**src/design/lowest_common_ancestor_lifting_unit_assert.svh**
```systemverilog
// ----------------------------------------------------------------------------
// lca lifting unit assertion macros
// shared property macros for the controller and datapath checks
// ----------------------------------------------------------------------------
`ifndef LOWEST_COMMON_ANCESTOR_LIFTING_UNIT_ASSERT_SVH
`define LOWEST_COMMON_ANCESTOR_LIFTING_UNIT_ASSERT_SVH

// same-cycle implication
`define LCAL_ASSERT_NOW(label, ante, cons) \
   label: assert property (@(posedge clock) disable iff (reset) (ante) |-> (cons)) \
      else $error("lca lifting unit check failed");

// next-cycle implication
`define LCAL_ASSERT_NEXT(label, ante, cons) \
   label: assert property (@(posedge clock) disable iff (reset) (ante) |=> (cons)) \
      else $error("lca lifting unit check failed");

`endif

```
**src/design/lcal_pkg.sv**
```systemverilog
// ----------------------------------------------------------------------------
// lcal_pkg
// shared widths, codes and types of the lca lifting unit
// ----------------------------------------------------------------------------
package lcal_pkg;

   localparam int NODE_W         = 10;
   localparam int DEP_W          = 10;
   localparam int COUNT_W        = 11;
   localparam int ACT_W          = 2;
   localparam int REQ_DATA_W     = 32;
   localparam int RSP_DATA_W     = 16;
   localparam int DEF_MAX_NODES  = 1024;
   localparam int DEF_MAX_LEVELS = 10;

   localparam logic [ACT_W-1:0] ACT_LOAD  = 2'd0;
   localparam logic [ACT_W-1:0] ACT_BUILD = 2'd1;
   localparam logic [ACT_W-1:0] ACT_QUERY = 2'd2;

   typedef enum logic [3:0] {
      S_IDLE,
      S_B_RD,
      S_B_MID,
      S_B_WR,
      S_Q_DB,
      S_Q_SWAP,
      S_L1_RD,
      S_L1_UPD,
      S_CHK,
      S_L2_RD,
      S_L2_UPD,
      S_PAR_RD,
      S_DONE_P,
      S_DONE_PAR
   } state_type;

   typedef enum logic [3:0] {
      OP_NONE,
      OP_LOAD,
      OP_BUILD_START,
      OP_QUERY_START,
      OP_B_RD,
      OP_B_MID,
      OP_B_WR,
      OP_Q_DB,
      OP_Q_SWAP,
      OP_L1_RD,
      OP_L1_UPD,
      OP_L2_RD,
      OP_L2_UPD,
      OP_PAR_RD,
      OP_RESP_P,
      OP_RESP_PAR
   } op_type;

   typedef struct packed {
      logic              valid;
      logic [NODE_W-1:0] node;
   } entry_type;

   typedef struct packed {
      op_type op;
   } cmd_type;

   typedef struct packed {
      logic lvl_zero;
      logic build_last;
      logic p_eq_q;
      logic bad;
      logic out_free;
   } status_type;

endpackage

```
**src/design/lcal_ctrl.sv**
```systemverilog
// ----------------------------------------------------------------------------
// lcal_ctrl
// sequencer for load, table build and query of the lca lifting unit
// ----------------------------------------------------------------------------
`include "lowest_common_ancestor_lifting_unit_assert.svh"

module lcal_ctrl (
   input  logic                        clock,
   input  logic                        reset,
   input  logic                        req_tvalid,
   output logic                        req_tready,
   input  logic [lcal_pkg::ACT_W-1:0]  req_action,
   input  lcal_pkg::status_type        status,
   output lcal_pkg::cmd_type           cmd
);

   lcal_pkg::state_type state_ff, state_in;

   always_ff @(posedge clock) begin
      if (reset) begin
         state_ff <= lcal_pkg::S_IDLE;
      end else begin
         state_ff <= state_in;
      end
   end

   always_comb begin
      state_in = state_ff;
      unique case (state_ff)
         lcal_pkg::S_IDLE: begin
            if (req_tvalid) begin
               unique case (req_action)
                  lcal_pkg::ACT_BUILD: state_in = lcal_pkg::S_B_RD;
                  lcal_pkg::ACT_QUERY: state_in = lcal_pkg::S_Q_DB;
                  default:             state_in = lcal_pkg::S_IDLE;
               endcase
            end
         end
         lcal_pkg::S_B_RD:
            state_in = status.lvl_zero ? lcal_pkg::S_B_WR : lcal_pkg::S_B_MID;
         lcal_pkg::S_B_MID: state_in = lcal_pkg::S_B_WR;
         lcal_pkg::S_B_WR:
            state_in = status.build_last ? lcal_pkg::S_IDLE : lcal_pkg::S_B_RD;
         lcal_pkg::S_Q_DB: state_in = lcal_pkg::S_Q_SWAP;
         lcal_pkg::S_Q_SWAP:
            state_in = status.bad ? lcal_pkg::S_DONE_P : lcal_pkg::S_L1_RD;
         lcal_pkg::S_L1_RD: state_in = lcal_pkg::S_L1_UPD;
         lcal_pkg::S_L1_UPD:
            state_in = status.lvl_zero ? lcal_pkg::S_CHK : lcal_pkg::S_L1_RD;
         lcal_pkg::S_CHK:
            state_in = status.p_eq_q ? lcal_pkg::S_DONE_P : lcal_pkg::S_L2_RD;
         lcal_pkg::S_L2_RD: state_in = lcal_pkg::S_L2_UPD;
         lcal_pkg::S_L2_UPD:
            state_in = status.lvl_zero ? lcal_pkg::S_PAR_RD : lcal_pkg::S_L2_RD;
         lcal_pkg::S_PAR_RD: state_in = lcal_pkg::S_DONE_PAR;
         lcal_pkg::S_DONE_P, lcal_pkg::S_DONE_PAR:
            state_in = status.out_free ? lcal_pkg::S_IDLE : state_ff;
         default: state_in = lcal_pkg::S_IDLE;
      endcase
   end

   always_comb begin
      req_tready = 1'b0;
      cmd.op     = lcal_pkg::OP_NONE;
      unique case (state_ff)
         lcal_pkg::S_IDLE: begin
            req_tready = 1'b1;
            if (req_tvalid) begin
               unique case (req_action)
                  lcal_pkg::ACT_LOAD:  cmd.op = lcal_pkg::OP_LOAD;
                  lcal_pkg::ACT_BUILD: cmd.op = lcal_pkg::OP_BUILD_START;
                  lcal_pkg::ACT_QUERY: cmd.op = lcal_pkg::OP_QUERY_START;
                  default:             cmd.op = lcal_pkg::OP_NONE;
               endcase
            end
         end
         lcal_pkg::S_B_RD:   cmd.op = lcal_pkg::OP_B_RD;
         lcal_pkg::S_B_MID:  cmd.op = lcal_pkg::OP_B_MID;
         lcal_pkg::S_B_WR:   cmd.op = lcal_pkg::OP_B_WR;
         lcal_pkg::S_Q_DB:   cmd.op = lcal_pkg::OP_Q_DB;
         lcal_pkg::S_Q_SWAP: cmd.op = lcal_pkg::OP_Q_SWAP;
         lcal_pkg::S_L1_RD:  cmd.op = lcal_pkg::OP_L1_RD;
         lcal_pkg::S_L1_UPD: cmd.op = lcal_pkg::OP_L1_UPD;
         lcal_pkg::S_CHK:    cmd.op = lcal_pkg::OP_NONE;
         lcal_pkg::S_L2_RD:  cmd.op = lcal_pkg::OP_L2_RD;
         lcal_pkg::S_L2_UPD: cmd.op = lcal_pkg::OP_L2_UPD;
         lcal_pkg::S_PAR_RD: cmd.op = lcal_pkg::OP_PAR_RD;
         lcal_pkg::S_DONE_P:
            cmd.op = status.out_free ? lcal_pkg::OP_RESP_P : lcal_pkg::OP_NONE;
         lcal_pkg::S_DONE_PAR:
            cmd.op = status.out_free ? lcal_pkg::OP_RESP_PAR : lcal_pkg::OP_NONE;
         default: cmd.op = lcal_pkg::OP_NONE;
      endcase
   end

   `LCAL_ASSERT_NEXT(a_query_starts, req_tvalid && req_tready && req_action == lcal_pkg::ACT_QUERY, state_ff == lcal_pkg::S_Q_DB)
   `LCAL_ASSERT_NEXT(a_done_frees, (state_ff == lcal_pkg::S_DONE_P || state_ff == lcal_pkg::S_DONE_PAR) && status.out_free, state_ff == lcal_pkg::S_IDLE)
   `LCAL_ASSERT_NEXT(a_lift_to_check, state_ff == lcal_pkg::S_L1_UPD && status.lvl_zero, state_ff == lcal_pkg::S_CHK)

endmodule

```
**config.mk**
```make
export PLATFORM = sky130hd
export DESIGN_NAME = lcal_ctrl
export DESIGN_NICKNAME = d
export VERILOG_FILES = /design/src/design/lcal_pkg.sv /design/src/design/lcal_ctrl.sv
export VERILOG_INCLUDE_DIRS = /design/src /design/src/design
export SDC_FILE = /design/constraint.sdc
export NUM_CORES = 1
export LEC_CHECK = 0
export ABC_AREA = 1
export BUFFER_PORTS_ARGS = -buffer_cell sky130_fd_sc_hd__buf_4
export CAP_MARGIN = 30
export CORE_AREA = 4 4 41 43
export CTS_BUF_LIST = sky130_fd_sc_hd__clkbuf_8
export DETAILED_ROUTE_END_ITERATION = 6
export DIE_AREA = 0 0 45 47
export GPL_ROUTABILITY_DRIVEN = 1
export HOLD_SLACK_MARGIN = 0.06
export PLACE_DENSITY = 0.73
export SYNTH_ARGS = -nofsm -noshare
export SYNTH_HDL_FRONTEND = slang
export SYNTH_SLANG_ARGS = --single-unit
```
**constraint.sdc**
```tcl
create_clock -name clock -period 1.01 [get_ports clock]
set_input_delay 0.0505 -clock clock [delete_from_list [all_inputs] [get_ports clock]]
set_output_delay 0.0505 -clock clock [all_outputs]
set_load 0.05 [all_outputs]
```
Word level (Yosys, flattened, before mapping)
Index checks and enable logic that the tools add are counted.
{ "word_totals": {"word_cells": 38, "register_bits": 4, "input_bits": 10, "out_inout_bits": 5} }
{ "classes": {"eq_ne": 17, "reduce_logical": 4, "n_mux": 16} }
{ "ops": {"columns": ["operator", "count"], "rows": [
  ["one-hot mux 4 bit (13 select lines)", 2],
  ["equality test 4 bit, second input constant", 6],
  ["2-to-1 mux 4 bit", 6],
  ["equality test 4 x 3 -> 1 bit, second input constant", 4],
  ["equality test 4 x 2 -> 1 bit, second input constant", 2],
  ["one-hot mux 2 bit (3 select lines)", 1],
  ["one-hot mux 3 bit (2 select lines)", 1],
  ["equality test 4 x 1 -> 1 bit, second input constant", 1],
  ["zero test 4 bit", 1],
  ["2-to-1 mux 2 bit", 2],
  ["inequality test 2 bit, second input constant", 2],
  ["2-to-1 mux 1 bit", 3],
  ["2-to-1 mux 3 bit", 1],
  ["equality test 2 x 1 -> 1 bit, second input constant", 1],
  ["equality test 2 bit, second input constant", 1],
  ["zero test 2 bit", 1],
  ["AND reduction 2 bit", 1],
  ["OR reduction 2 bit", 1]
]} }

Depth between registers and ports, before layout
Gate-level depths: netlist of the first run.
{ "depth": {"depth_word": 4, "mapped_depth": 8, "mapped_depth_nobuf": 8} }

Worst setup path after synthesis of the first run
Ideal clock, no wire load.
{ "synth_timing": {"kind": "reg2out", "from": "register state_ff[3]", "to": "output port cmd[3] (netlist bit)", "n_path_buf": 0, "required_time_ps": 959, "t_arrival_ps": 1577, "slack_ps": -617, "path_stages_with_launch": 5, "cell_sequence": "dfxtp_1 inv_2 nor2_4 inv_1 o221ai_1"} }
{ "synth_lines": {"columns": ["item", "line_no", "source"], "rows": [
  ["start: declaration", "lcal_ctrl.sv:17", "lcal_pkg::state_type state_ff, state_in;"],
  ["start signal: assignment", "lcal_ctrl.sv:21", "state_ff <= lcal_pkg::S_IDLE;"],
  ["start signal: assignment", "lcal_ctrl.sv:23", "state_ff <= state_in;"],
  ["end: declaration", "lcal_ctrl.sv:14", "output lcal_pkg::cmd_type cmd"]
]} }

==> impl_metrics.tcl, run 1 <==
set metrics [dict create \
    status "complete, but fails checks" \
    violations "negative setup slack" \
    insertion_delay_ns 0.21 \
    powerDensity_nw_per_um2 3300 \
    post_drt_wl_per_cell_um 15.2 \
    dr.pass1.iters 4 \
    synth_async_sr_flop_share_pct 0 \
    drc 0 \
    dp_hpwl_um 1320 \
    fin_skew_ns 0.000678 \
    gp_congestion 0.877 \
    drive_above_1_share_pct 65.0 \
    cts.path.max_buffers 2 \
    crit_required_ns 0.96 \
    finalNetCount 152 \
    top_regs "state_ff x4" \
    via_count 818 \
    grt_use_total_pct 20.9 \
    synth_seq_cells 4 \
    synth_commonest_cells "21 x nand2_1, 15 x inv_1, 13 x nand3_1, 8 x nor2_1" \
    cts_inserted_buffers 3 \
    grt_pass1_wl_um 3180 \
    dieHeight_um 47 \
    core_um2 1300 \
    netlist_instances 92 \
    yosysSeqAreaShare_pct 14.5 \
    hold_depth 4 \
    viasPerCell 5.38 \
    cp.arrival_ns 1.38 \
    cts.sinks 4 \
    cts_tree "done" \
    maxCapViolations 0 \
    min_from "req_tvalid" \
    fill_cells 55 \
    hold_viol_final 0 \
    grt_start_max_net_pins 8 \
    slew_headroom_pct 84.0 \
    root_buffer "clkbuf_8" \
    clkSlewWorstSetupHoldPaths_ns 0.03 \
    design_power_total_mw 3.86 \
    synth_cell_types 22 \
    ant_nets 0 \
    diodes 0 \
    endpoint_kind "output port" \
    ys_dominant_reg_cell "dfxtp_1" \
    post-route-period-util_pct 141 \
    grt_pass1_vias 733 \
    p_leak_nw 0.565 \
    fin_ws_ns -0.418 \
    synth_nets 106 \
    post_dp_cell_area_um2 837 \
    synth_edf_count 0 \
    tns_ns -2.97 \
    yosysMostFrequentCell "nand2_1" \
    drt_iter0_markers 29 \
    slew_violations 0 \
    num_rows 13 \
    ioPinCount 15 \
    worst_pin_slew_ns 0.239 \
    synth_area_leader_cell "dfxtp_1" \
    r2r_slack_ns -0.33 \
    ir_worst_vdd_mv 2.89 \
    critical_path_class "reg2out" \
    reg2reg_from "state_ff[2]" \
    ff2ff_path_depth 9 \
    antenna_found_initial 0 \
    yosys_warnings 0 \
    synth_top_area_share_pct 14.5 \
    htreeDepth 1 \
    finalWirelength_um 2310 \
    r2r-end "state_ff[0]" \
    die-area_um2 2120 \
    die_w_um 45 \
    synth.area.top_cells "dfxtp_1 14%, nand2_1 14%, nand3_1 12%, inv_1 10%, ha_1 9.0%" \
    syn_area_um2 553 \
    grt_overflow 0 \
    hold_class "in2reg" \
    max_freq_ghz 0.700 \
    rsz0062_at_grt "true" \
    io_buffers 14 \
    whs_endpoint "state_ff[0]" \
    top_register "state_ff" \
    largest_reg_flops 4 \
    stdcell_count 152 \
    start_util_pct 42.5 \
    avgSynthCellArea_um2 6.01 \
    cp-start-kind "flop" \
    final_area_um2 1170 \
    area_delta_synth_final_pct 112 \
    setup_viol 9 \
    dpl.cell_count 133 \
    layout_min_cycle_time_ns 1.43 \
    crit_fanout 5 \
]
-- what timing repair did --
| action | CTS | global route |
|---|---|---|
| endpoints found under the setup margin | 9 | 9 |
| gates resized for setup | 32 | 15 |
| setup buffers | 7 | 7 |
| pin swaps | 5 | 13 |
| gates cloned | 0 | 0 |
| hold buffers | 1 | 0 |
| hold endpoints to repair | 4 | 0 |
-- layout by cell type (no fill, tap or decap), drive strengths merged --
master       Yosys  layout
a21oi            4       4
a22oi            1       1
a41oi            1       1
buf              0      40
clkbuf           0       3
clkinvlp         0       1
dfxtp            4       4
dlygate4sd3      0       1
ha               4       4
inv             18      18
nand2           22      22
nand3           14      14
nand4            1       1
nor2            15      15
nor3             4       4
o211ai           1       1
o21ai            2       2
o221ai           1       1
-- where the power goes --
| group | total (mW) | internal (mW) | switching (mW) |
|---|---|---|---|
| sequential | 0.438 | 0.245 | 0.194 |
| clock | 0.339 | 0.259 | 0.0800 |
| combinational | 3.09 | 1.40 | 1.69 |
| total | 3.86 | 1.90 | 1.96 |
-- kinds of logic (layout without fill, tap and decap cells) --
group | Yosys count | in the layout | share of synthesized area (%)
simple gates | 56 | 56 | 51.6
compound gates | 10 | 10 | 12.7
buf+inv | 18 | 63 | 12.2
fa+ha+maj | 4 | 4 | 9.05
flops | 4 | 4 | 14.5
-- final cells by class --
class | count | area, µm² | share of cell area (%)
tap | 15 | 18.8 | 1.60
timing repair buffer | 41 | 367 | 31.3
clock inverter | 1 | 3.75 | 0.320
inverter | 18 | 76.3 | 6.51
multi-input combinational | 70 | 571 | 48.7
sequential | 4 | 95.1 | 8.11
clock buffer | 3 | 41.3 | 3.52
-- worst max-delay path, stage by stage, from the launching register on --
cell and delay, ns:
dfxtp_4 0.38, nor2_4 0.21, nand2_4 0.09, clkinvlp_4 0.12, nand3_2 0.11, nand3_4 0.11
buf_8 0.14
-- routing by layer --
metal	part of all wire [%]	GRT usage, %	up-vias
met2	49	36.4	51
met1	39	23.9	364
met5	0	0	-
li1	-	-	390
met4	3.8	8.77	0
met3	7.6	6.13	13
-- through the flow --
step	worst slack [ns]	hold WS, ns	utilization [%]
2_1_floorplan	-0.253	0.106	-
3_3_place_gp	-0.294	0.234	64.3
3_5_place_dp	-0.287	0.235	64.3
4_1_cts	-0.375	0.163	81.6
5_1_grt	-0.456	0.191	90.1
6_report	-0.418	0.187	90.1
-- worst max-delay path by stage --
| stage | startpoint | end | cells after the start |
|---|---|---|---|
| 2_1_floorplan | state_ff[0] | cmd[2] | 4 |
| 3_3_place_gp | state_ff[3] | cmd[1] | 7 |
| 3_5_place_dp | state_ff[3] | cmd[1] | 7 |
| 4_1_cts | state_ff[1] | cmd[1] | 6 |
| 5_1_grt | state_ff[2] | cmd[2] | 7 |
| 6_report | state_ff[0] | cmd[1] | 6 |
Note: power is estimated with default switching activity, not from simulation.
==> run 2, diff against run 1 <==
ABC_AREA = 0   (was 1)
PLACE_DENSITY = 0.7   (was 0.73)
TNS_END_PERCENT = 5   (was default)
clock period = 1.2 ns   (was 1.01 ns; I/O delays follow)
==> run 2 against run 1 <==
Clock skew is essentially flat. Final cell count shrank 17%. Largest power group unchanged. Critical path depth shrank 3. Register-to-register slack gained 0.26 ns. Design area shrank 17%. The flow still finishes with violations (negative setup slack). Highest routed layer unchanged. Total power shrank 69%.
==> impl_metrics.tcl, run 2 <==
set metrics [dict create \
    grt_start_max_net_pins 12 \
    crit_required_ns 1.14 \
    antenna_found_initial 0 \
    via_count 714 \
    grt_pass1_wl_um 3170 \
    layout_min_cycle_time_ns 1.34 \
    diodes 0 \
    p_leak_nw 0.426 \
    viasPerCell 5.67 \
    post_drt_wl_per_cell_um 15.3 \
    synthAdderAreaFrac_pct 9.78 \
    p_clk_share_pct 23.9 \
    max_freq_ghz 0.746 \
    path_cells "buf_4, nor4_4, buf_6" \
    stdcell_count 126 \
    synth_seq_cells 4 \
    cp.arrival_ns 1.28 \
    yosys_warnings 0 \
    synth_nets 93 \
    synth_mux_area_share_pct 0 \
    ff2ff_path_depth 5 \
    p_int_mw 0.684 \
    slowest_delay_ns 0.38 \
    io_buffers 14 \
    htreeDepth 1 \
    insertion_delay_ns 0.22 \
    netSwitchingFraction_pct 42.3 \
    grt_pass1_vias 779 \
    crit_family "flip-flops" \
    cp_num_buf_inv 2 \
    fin_skew_ns 0.00105 \
    clkSlewWorstSetupHoldPaths_ns 0.03 \
    whs_endpoint "state_ff[2]" \
    tns_ns -0.658 \
    crit_fanout 10 \
    drive_above_1_share_pct 54.1 \
    post-route-period-util_pct 112 \
    slew_violations 0 \
    min_from "reset" \
    cp_slowest_cell "dfxtp_4" \
    slew_headroom_pct 83.0 \
    num_rows 13 \
    top_register "state_ff" \
    synth_edf_count 0 \
    cts_inserted_buffers 3 \
    finalWirelength_um 1920 \
    fin_ws_ns -0.141 \
    yosysSeqAreaShare_pct 15.6 \
    synth_area_leader_cell "dfxtp_1" \
    ir_worst_vdd_mv 0.739 \
    gp_congestion 0.840 \
    core_um2 1300 \
    start_util_pct 39.3 \
    synth_compound_area_share_pct 35.5 \
    finalNetCount 127 \
    endpoint_kind "output port" \
    avgSynthCellArea_um2 6.48 \
    ioPinCount 15 \
    combPwrFrac_pct 60.7 \
    ys_dominant_reg_cell "dfxtp_1" \
    synth.area.top_cells "dfxtp_1 16%, ha_1 9.8%, a21oi_1 6.8%, o21ai_0 6.8%, inv_1 5.1%" \
    dp_hpwl_um 1330 \
    synth_async_sr_flop_share_pct 0 \
    cts.sinks 4 \
    r2r_slack_ns -0.07 \
    status "complete, but fails checks" \
    die-area_um2 2120 \
    reg2reg_from "state_ff[2]" \
    violations "negative setup slack" \
    synth_commonest_cells "7 x a21oi_1, 7 x inv_1, 7 x nand2_1, 7 x o21ai_0, 6 x nor2_1" \
    grt_use_total_pct 20.6 \
    maxCapViolations 0 \
    setup_viol 6 \
    die_w_um 45 \
    ant_nets 0 \
    area_delta_synth_final_pct 90.7 \
    critical_path_class "reg2out" \
    synth_cell_types 28 \
    pre_cts_slack_ns -0.108 \
    yosys.area_share.simple_pct 28.4 \
    worst_pin_slew_ns 0.253 \
    cts_tree "done" \
    top_regs "state_ff x4" \
    drc 0 \
    hold_viol_final 0 \
    synth_top_family_by_area "compound AO/OA/AOI/OAI gates" \
    dr.pass1.iters 4 \
    powerDensity_nw_per_um2 1210 \
    synth_top_area_share_pct 15.6 \
    seqPwrFrac_pct 15.3 \
    hold_depth 2 \
    hold_class "in2reg" \
    largest_reg_flops 4 \
    grt_overflow 0 \
    synthXorXnorAreaFrac_pct 0 \
    mostFrequentLayoutCells "30 x buf_4, 7 x inv_1, 7 x nand2_1" \
    rsz0062_at_grt "true" \
    mostFrequentLayoutCell "buf_4" \
    r2r-end "state_ff[0]" \
    cp-start-kind "flop" \
    dieHeight_um 47 \
    dpl.cell_count 121 \
    switchingPower_mw 0.501 \
    cts.path.max_buffers 2 \
    hold_buffers 0 \
    drt_iter0_markers 13 \
    syn_area_um2 512 \
    root_buffer "clkbuf_8" \
    netlist_instances 79 \
]
-- run 2: kinds of logic (layout without fill, tap and decap cells) --
| family | count (synthesis) | count (layout) |
|---|---|---|
| and+or+nand+nor | 30 | 30 |
| buffers and inverters | 13 | 45 |
| DFF | 4 | 4 |
| AOI/OAI and AO/OA | 28 | 28 |
| adders and majority gates | 4 | 4 |
-- run 2: power groups by stage --
stage	logic (mW)	clock network [mW]	registers, mW
2_1_floorplan	0.436	0	0.162
5_1_grt	0.768	0.292	0.184
6_report	0.720	0.284	0.182
3_3_place_gp	0.598	0	0.178
4_1_cts	0.685	0.285	0.180
3_5_place_dp	0.612	0	0.176
-- run 2: worst register-to-register path, stage by stage (launching register included) --
cell and delay (ns):
dfxtp_4 0.36, buf_4 0.18, nand2b_1 0.17, o22ai_1 0.15
nand2_1 0.08, a311oi_1 0.23
-- run 2: area by class of cell --
class / instances / area [µm²]
multi-input combinational: 62 / 513
timing repair buffer: 35 / 282
sequential: 4 / 95.1
clock buffer: 3 / 41.3
inverter: 7 / 26.3
fill: 101 / 325
tap: 15 / 18.8
-- run 2: worst max path at each step --
stage                       end        start  cells past startpoint  slack (ns)
CTS                      cmd[1]  state_ff[0]                      5       -0.13
floorplan            req_tready  state_ff[2]                      3       -0.09
detailed placement  state_ff[0]  state_ff[0]                      4       -0.11
global placement    state_ff[0]  state_ff[0]                      4       -0.14
finish               req_tready  state_ff[3]                      3       -0.14
global route         req_tready  state_ff[3]                      3       -0.18
-- run 2: stage by stage --
| step | area [µm²] | util [%] | hold WS [ns] | power (mW) |
|---|---|---|---|---|
| 3_3_place_gp | 805 | 61.8 | 0.281 | 0.775 |
| 4_1_cts | 938 | 72.1 | 0.0605 | 1.15 |
| 2_1_floorplan | 583 | - | 0.169 | 0.597 |
| 6_report | 976 | 75.0 | 0.0594 | 1.18 |
| 5_1_grt | 976 | 75.0 | 0.0612 | 1.24 |
| 3_5_place_dp | 805 | 61.8 | 0.291 | 0.788 |
-- run 2: metal layers --
metal / track usage (%) / vias to the layer above / wire [µm]
met5: 0 / - / 0
met4: 15.8 / 0 / 65
met3: 4.60 / 10 / 63
met2: 37.0 / 21 / 1080
met1: 20.7 / 333 / 714
li1: - / 350 / -
-- run 2: timing repair --
action                     CTS  global route
setup buffers                2             0
gates cloned                 0             0
setup endpoints to repair    9             9
pin swaps                    5             0
gates resized for setup     24            10
